<file path="config.mk">
export PLATFORM = sky130hd
export DESIGN_NAME = v2c_div
export DESIGN_NICKNAME = d
export VERILOG_FILES = /design/src/sv/vol2col_address_map_defines.svh /design/src/sv/v2c_pkg.sv /design/src/sv/v2c_div.sv
export SDC_FILE = /design/constraint.sdc
export NUM_CORES = 1
export LEC_CHECK = 0
export BUFFER_PORTS_ARGS = -buffer_cell sky130_fd_sc_hd__buf_2
export CORE_MARGIN = 4
export CORE_UTILIZATION = 65
export DETAILED_ROUTE_END_ITERATION = 16
export PLACE_DENSITY = 0.83
export SETUP_SLACK_MARGIN = 0.15
export SLEW_MARGIN = 10
export SYNTH_ARGS = -nofsm -noshare
export SYNTH_HDL_FRONTEND = slang
export SYNTH_SLANG_ARGS = --single-unit
</file>
<file path="constraint.sdc">
create_clock -name aclk -period 15.25 [get_ports aclk]
set_input_delay 3.05 -clock aclk [delete_from_list [all_inputs] [get_ports aclk]]
set_output_delay 3.05 -clock aclk [all_outputs]
set_load 0.05 [all_outputs]
</file>
<file path="src/sv/vol2col_address_map_defines.svh">
// Assertion macros shared by the vol2col address mapper RTL.
`ifndef VOL2COL_ADDRESS_MAP_DEFINES_SVH
`define VOL2COL_ADDRESS_MAP_DEFINES_SVH

// Same-cycle implication, checked on aclk outside reset.
`define V2C_ASSERT_IMPLY(lbl, a, b) \
    lbl: assert property (@(posedge aclk) disable iff (!aresetn) (a) |-> (b)) \
        else $error("vol2col same-cycle check failed");

// Next-cycle implication, checked on aclk outside reset.
`define V2C_ASSERT_NEXT(lbl, a, b) \
    lbl: assert property (@(posedge aclk) disable iff (!aresetn) (a) |=> (b)) \
        else $error("vol2col next-cycle check failed");

`endif

</file>
<file path="src/sv/v2c_pkg.sv">
// Package for the vol2col address mapper: widths, register codes, pipeline depths.
package v2c_pkg;

    localparam int DIM_BITS     = 16;
    localparam int ADDRESS_BITS = 40;
    localparam int LANE_BITS    = 16;
    localparam int REG_BITS     = 48;
    localparam int ROW_BITS     = 24;
    localparam int BATCH_BITS   = 16;
    localparam int CHAN_BITS    = 16;
    localparam int CFG_IDX_BITS = 3;

    localparam int DIV_STEP   = 3;
    localparam int DIV_STAGES = ROW_BITS / DIV_STEP;
    localparam int DIV_COUNT  = 3;
    localparam int DIV_LAT    = DIV_STAGES * DIV_COUNT;
    localparam int TAIL_STAGES = 7;
    localparam int PIPE_DEPTH = 1 + DIV_LAT + TAIL_STAGES;

    typedef enum logic [CFG_IDX_BITS-1:0] {
        REG_KERNEL_SIZE     = 3'd0,
        REG_PADDING         = 3'd1,
        REG_STRIDE          = 3'd2,
        REG_DILATION        = 3'd3,
        REG_OUTPUT_DIMS     = 3'd4,
        REG_VOLUME_DIMS     = 3'd5,
        REG_SOURCE_CHANNELS = 3'd6,
        REG_COLUMN_ROWS     = 3'd7
    } cfg_index_t;

    localparam logic [REG_BITS-1:0] ONES_RESET = 48'h0001_0001_0001;

    typedef struct packed {
        logic [BATCH_BITS-1:0] batch;
        logic [ROW_BITS-1:0]   row;
        logic [DIM_BITS-1:0]   pd;
        logic [DIM_BITS-1:0]   ph;
        logic [DIM_BITS-1:0]   pw;
    } item_t;

    function automatic logic [DIM_BITS-1:0] lane(input logic [REG_BITS-1:0] r,
                                                 input int unsigned i);
        return r[LANE_BITS*i +: DIM_BITS];
    endfunction

endpackage

</file>
<file path="src/sv/v2c_div.sv">
// Pipelined restoring divider: row-width dividend by a lane-width divisor held steady.
module v2c_div (
    input  logic                         aclk,
    input  logic                         en,
    input  logic [v2c_pkg::ROW_BITS-1:0] num,
    input  logic [v2c_pkg::DIM_BITS-1:0] den,
    output logic [v2c_pkg::ROW_BITS-1:0] quo,
    output logic [v2c_pkg::DIM_BITS-1:0] rem
);

    // nq holds the dividend bits still to go in its top and quotient bits in its bottom
    logic [v2c_pkg::ROW_BITS-1:0] nq_reg [v2c_pkg::DIV_STAGES];
    logic [v2c_pkg::DIM_BITS-1:0] r_reg  [v2c_pkg::DIV_STAGES];
    logic [v2c_pkg::ROW_BITS-1:0] nq_next [v2c_pkg::DIV_STAGES];
    logic [v2c_pkg::DIM_BITS-1:0] r_next  [v2c_pkg::DIV_STAGES];

    for (genvar s = 0; s < v2c_pkg::DIV_STAGES; s++) begin : g_stage
        always_comb begin
            logic [v2c_pkg::DIM_BITS:0]   t;
            logic [v2c_pkg::ROW_BITS-1:0] nq;
            logic [v2c_pkg::DIM_BITS-1:0] r;
            if (s == 0) begin
                nq = num;
                r  = '0;
            end else begin
                nq = nq_reg[s-1];
                r  = r_reg[s-1];
            end
            for (int k = 0; k < v2c_pkg::DIV_STEP; k++) begin
                t  = {r, nq[v2c_pkg::ROW_BITS-1]};
                nq = {nq[v2c_pkg::ROW_BITS-2:0], 1'b0};
                if (t >= {1'b0, den}) begin
                    t     = t - {1'b0, den};
                    nq[0] = 1'b1;
                end
                r = t[v2c_pkg::DIM_BITS-1:0];
            end
            nq_next[s] = nq;
            r_next[s]  = r;
        end

        always_ff @(posedge aclk) begin
            if (en) begin
                nq_reg[s] <= nq_next[s];
                r_reg[s]  <= r_next[s];
            end
        end
    end

    assign quo = nq_reg[v2c_pkg::DIV_STAGES-1];
    assign rem = r_reg[v2c_pkg::DIV_STAGES-1];

endmodule

</file>
==> results of run 1 <==
-- placed cells by master, fill, tap and decap left out, drive strengths merged, types with 24 or more instances in the layout --
| master | n |
|---|---|
| nor2 | 213 |
| o21ai | 168 |
| mux2i | 34 |
| ha | 370 |
| nand3 | 60 |
| nand4 | 52 |
| nand2 | 165 |
| a21o | 101 |
| clkbuf | 42 |
| mux2 | 227 |
| nor3 | 87 |
| a31oi | 28 |
| nor2b | 58 |
| a21oi | 257 |
| edfxtp | 320 |
| o21bai | 24 |
| o21a | 62 |
| xnor2 | 189 |
| inv | 156 |
| xor2 | 86 |
| buf | 109 |
| nand2b | 32 |
| a211oi | 35 |
-- metrics by stage --
stage / area [sq um] / utilization (%) / cells / hold WS [ps] / worst slack, ps
CTS: 32750 / 70.35 / 3799 / 410.4 / 3278
floorplan: 30630 / - / 3103 / 400.3 / 3048
global route: 32750 / 70.35 / 3799 / 408.1 / 2570
global placement: 31470 / 67.59 / 3732 / 400.0 / 3021
detailed placement: 31470 / 67.59 / 3732 / 404.5 / 2733
finish: 32750 / 70.35 / 3799 / 406.8 / 3161
-- final timing paths --
check / from / to / slack [ps] / depth (start not counted)
worst max-delay path: den[1] / r_reg[1][46] / 3160 / 30
worst min register to register: nq_reg[0][58] / nq_reg[0][85] / 410 / 0
worst max register to register: r_reg[1][17] / r_reg[1][46] / 6180 / 28
worst min-delay path: nq_reg[0][58] / nq_reg[0][85] / 410 / 0
-- area by class of cell --
| cell class | count | share of cell area, % |
|---|---|---|
| Multi-Input combinational cell | 2544 | 60.76 |
| Sequential cell | 320 | 29.34 |
| Clock buffer | 42 | 3.014 |
| Tap cell | 607 | 2.319 |
| Timing Repair Buffer | 109 | 1.910 |
| Inverter | 152 | 1.742 |
| Clock inverter | 25 | 0.9130 |
-- layer usage --
layer  up-vias  wire [um]  share of wire (%)
met5         -          0                  0
met4         0       3699                4.7
met3       259       4680                5.9
met2       880      38530                 49
met1     11790      32140                 41
li1      11840          -                  -
-- worst max-delay path: cells and delay by family --
kind	cells	cell delay (ps)
adder cells (fa/ha/maj)	3	1030
multiplexers	1	440
AND/OR/NAND/NOR	7	1200
buffers and inverters	4	1370
AO/OA/AOI/OAI	15	5250
-- cells by family after synthesis --
logic type / count (synthesis) / synth area share [%]
flip-flops: 320 / 31.38
AO/OA/AOI/OAI: 833 / 17.92
XOR/XNOR: 275 / 7.865
AND/OR/NAND/NOR: 782 / 12.79
buffers and inverters: 239 / 3.689
multiplexers: 261 / 9.740
adder cells (fa/ha/maj): 393 / 16.62
==> metrics, run 1 <==
Post-Synthesis Cell Area=a little over 30,000 sq um; row count=between 70 and 80; Ports=around 80; ys async rst share=0%; Yosys warning total=0; GPL Wtd Cong=roughly 0.93; distinct cell type count after synthesis=95; syn_area_per_cell=9.870 sq um; CP Data Arrival Time=approximately 12,000 ps; ant diodes=0; Synth area leader=edfxtp_1; WP data required=between 15,000 and 20,000 ps; WL/cell=around 21 um; Critical Path Slowest Stage Cell=a2bb2oi_2; clock buffer depth=3; DP HPWL=about 57 mm; Num CTS Buffers=38; Synth area leaders=edfxtp_1 31%, ha_1 15%, mux2_2 7.0%, xnor2_1 5.4%, a21oi_1 4.2%; Residual DRC=0; count leader, synth=ha_1; post-synth top area share=31.38%; pin count of the biggest net entering global routing=102; remaining antenna violation count after routing=0; # resized after CTS=0; 1st-iter DRT viols=a little over 2,000; WS Path Type=in2reg; Max Clk Rate=0.08272 GHz; Core Area=between 40,000 and 50,000 sq um; worst min path class=reg2reg; grt met3 use=around 3.9%; clk root buf=clkbuf_16; First-pass DRT Iterations=5; Post-Route Skew=around 21 ps; Max Cap Viol=0; CP Launch Type=input pin; register area share after synthesis=a little under a third; total track usage=a little under a third; area grow syn2layout=6.949%; Synthesized Nets=roughly 3,500; H-tree levels=2; Commonest cells post-synth=370 x ha_1, 320 x edfxtp_1, 254 x a21oi_1, 212 x nor2_1, 191 x mux2_2; max-slew violation count=0; Die Y=roughly 230 um; final WL=between 70 and 80 mm; Synth Instances=approximately 3,100; #FFs+latches synth=320; Worst slew margin=roughly 25%; top_reg_cell synth=edfxtp_1; first-pass GRT wire length=between 100 and 150 mm; Die Wd=~230 um; post-CTS setup buffer count=0; clock sinks=320; RSZ-0062 raised after global routing=false; Final nets=~3,600; max reg flops=192; # hold bufs at CTS=0; busiest grt layer=met2; vias in the first global route=24,500; initial antenna violation count=0; final setup fails=0; CTS clk-pin slew, worst paths=~60 ps; initial core utilization=65.78%; detailed-route vias per instance=6.520; CP Capture Type=register; status=finished, final reports clean; period utilization=between 70% and 80%; global routing usage on met1=between 30% and 40%; area of the multi-input gates=between 15,000 and 20,000 sq um; PortBufs=slightly above 80; Die Area=slightly above 50,000 sq um; met2 usage=between 50% and 60%; Setup TNS Final=0 ps; EDFF count, synth=320; Overflow after GRT=0; crit path time final=12,090 ps; slowest stage delay, CP=roughly 870 ps; Max FO, Critical Path=27; ratio of cells with drive above 1 in the final layout=between 10% and 20%; Clock Latency Late Sink=roughly 570 ps; register area=just under 10,000 sq um; Via Count=between 20,000 and 25,000; final hold violation count=0; fill cell count=3,499; Worst-Margin Slew=between 1000 and 1500 ps; CTS tree=yes
Power of run 1 is left out: the tool's default activity adds up to more than one toggle a clock period on the data nets, which glitch-free logic cannot reach.
==> inputs of run 2 (changes only) <==
==> constraint.sdc (replaced) <==
create_clock -name aclk -period 11.7 [get_ports aclk]
set_input_delay 2.34 -clock aclk [delete_from_list [all_inputs] [get_ports aclk]]
set_output_delay 2.34 -clock aclk [all_outputs]
set_load 0.05 [all_outputs]
==> run 2 against run 1 <==
Clock skew rose by 2.7 ps. Global-route usage rose by 1.6 points. Wire length rose by 5.1%. Cell count rose by 0.97%. Worst setup slack got worse by 2100 ps. Non-clock buffer count rose by 35. Hold slack improved by 4.0 ps.
==> metrics, run 2 (synthesis results as in run 1) <==
Max Clk Rate=0.09360 GHz; PortBufs=81; Hold Crit Depth=0; post-CTS setup buffer count=0; Reg2Reg Setup Slack=a little under 3000 ps; DP HPWL=roughly 64 mm; Post-Route Skew=around 24 ps; Critical Path Slowest Stage Cell=o21ai_0; # hold bufs at CTS=0; vias in the first global route=24,680; Max FO, Critical Path=25; worst reg2reg startpoint=r_reg[1][24]; remaining antenna violation count after routing=0; WP data required=12,000 ps; ant diodes=0; first-pass GRT wire length=about 130 mm; Final nets=about 3,600; CP Capture Type=register; CTS tree=yes; WL/cell=around 22 um; WS Path Type=in2reg; area grow syn2layout=7.787%; Setup TNS Final=0 ps; ratio of cells with drive above 1 in the final layout=15.05%; final WL=a little over 80 mm; row count=79; Die Y=225.1 um; most frequent cells in the layout=370 x ha_1, 320 x edfxtp_1, 253 x a21oi_1, 212 x nor2_1, 191 x mux2_2; commonest non-fill, non-tap cell in the layout=ha_1; Hold WS=~410 ps; Die Area=between 50,000 and 60,000 sq um; clock buffer depth=3; Worst-Margin Slew=1017 ps; worst min path class=reg2reg; Crit Reg-Reg Endpoint=r_reg[1][46]; Worst slew margin=approximately a third; Core Area=46,560 sq um; delay-heaviest family, CP=compound AO/OA/AOI/OAI gates; Clock Latency Late Sink=560 ps; initial core utilization=between 60% and 70%; final hold violation count=0; total track usage=32.11%; Die Wd=225.1 um; clock sinks=320; Reg2Reg Depth=27; CP Data Arrival Time=between 10,000 and 15,000 ps; max reg flops=between 150 and 200; post-route cell area=33,010 sq um; Critical Path Source=den[11]; Residual DRC=0; H-tree levels=2; status=finished, final reports clean; First-pass DRT Iterations=5; slowest stage delay, CP=around 530 ps; Overflow after GRT=0; GPL Wtd Cong=just under 1; post-layout util=a little under three quarters; Via Count=roughly 25,000; DP Area=31,760 sq um; max-slew violation count=0; CP dominant cell by count=ha_1; RSZ-0062 raised after global routing=false; initial antenna violation count=1; CTS clk-pin slew, worst paths=around 60 ps; detailed-route vias per instance=~6.5; period utilization=between 90 and 100%; Max Cap Viol=0; Num CTS Buffers=39; # resized after CTS=0; Crit path buffers/inverters=5; clk root buf=clkbuf_16; Worst Hold End=nq_reg[0][69]; Ports=~80; CP Launch Type=input pin; final setup fails=0; hold_sp=nq_reg[0][42]; 1st-iter DRT viols=1,966; pin count of the biggest net entering global routing=between 100 and 150; crit path time final=about 11,000 ps
[run 2: worst max-delay path by stage]
stage,slack (ps),end,depth (start not counted)
5_1_grt,400,r_reg[0][47],31
2_1_floorplan,210,r_reg[0][55],37
6_report,1020,r_reg[0][47],31
4_1_cts,1280,r_reg[1][46],31
3_5_place_dp,730,r_reg[1][46],31
3_3_place_gp,930,r_reg[0][31],34
[run 2: per-stage QoR]
stage	setup WS, ps	std cells
2_1_floorplan	208.2	3103
3_3_place_gp	926.2	3767
3_5_place_dp	731.6	3767
4_1_cts	1284	3836
5_1_grt	403.1	3836
6_report	1017	3836
[run 2: layout make-up]
type | instances | area, sq um
Clock inverter | 27 | 267.8
Tap cell | 607 | 759.5
Inverter | 152 | 570.5
Clock buffer | 42 | 987.2
Timing Repair Buffer | 144 | 913.4
Fill cell | 3542 | 13550
Multi-Input combinational cell | 2544 | 19900
Sequential cell | 320 | 9609
[run 2: routing by layer]
metal,routed length (um),GRT usage [%],part of all wire [%],vias up
met3,5540,4.520,6.7,271
met5,21,0,0.025,-
li1,-,-,-,11890
met4,4873,16.36,5.9,4
met1,34300,41.18,41,11780
met2,38380,53.33,46,957
Power of run 2 is left out for the same reason.
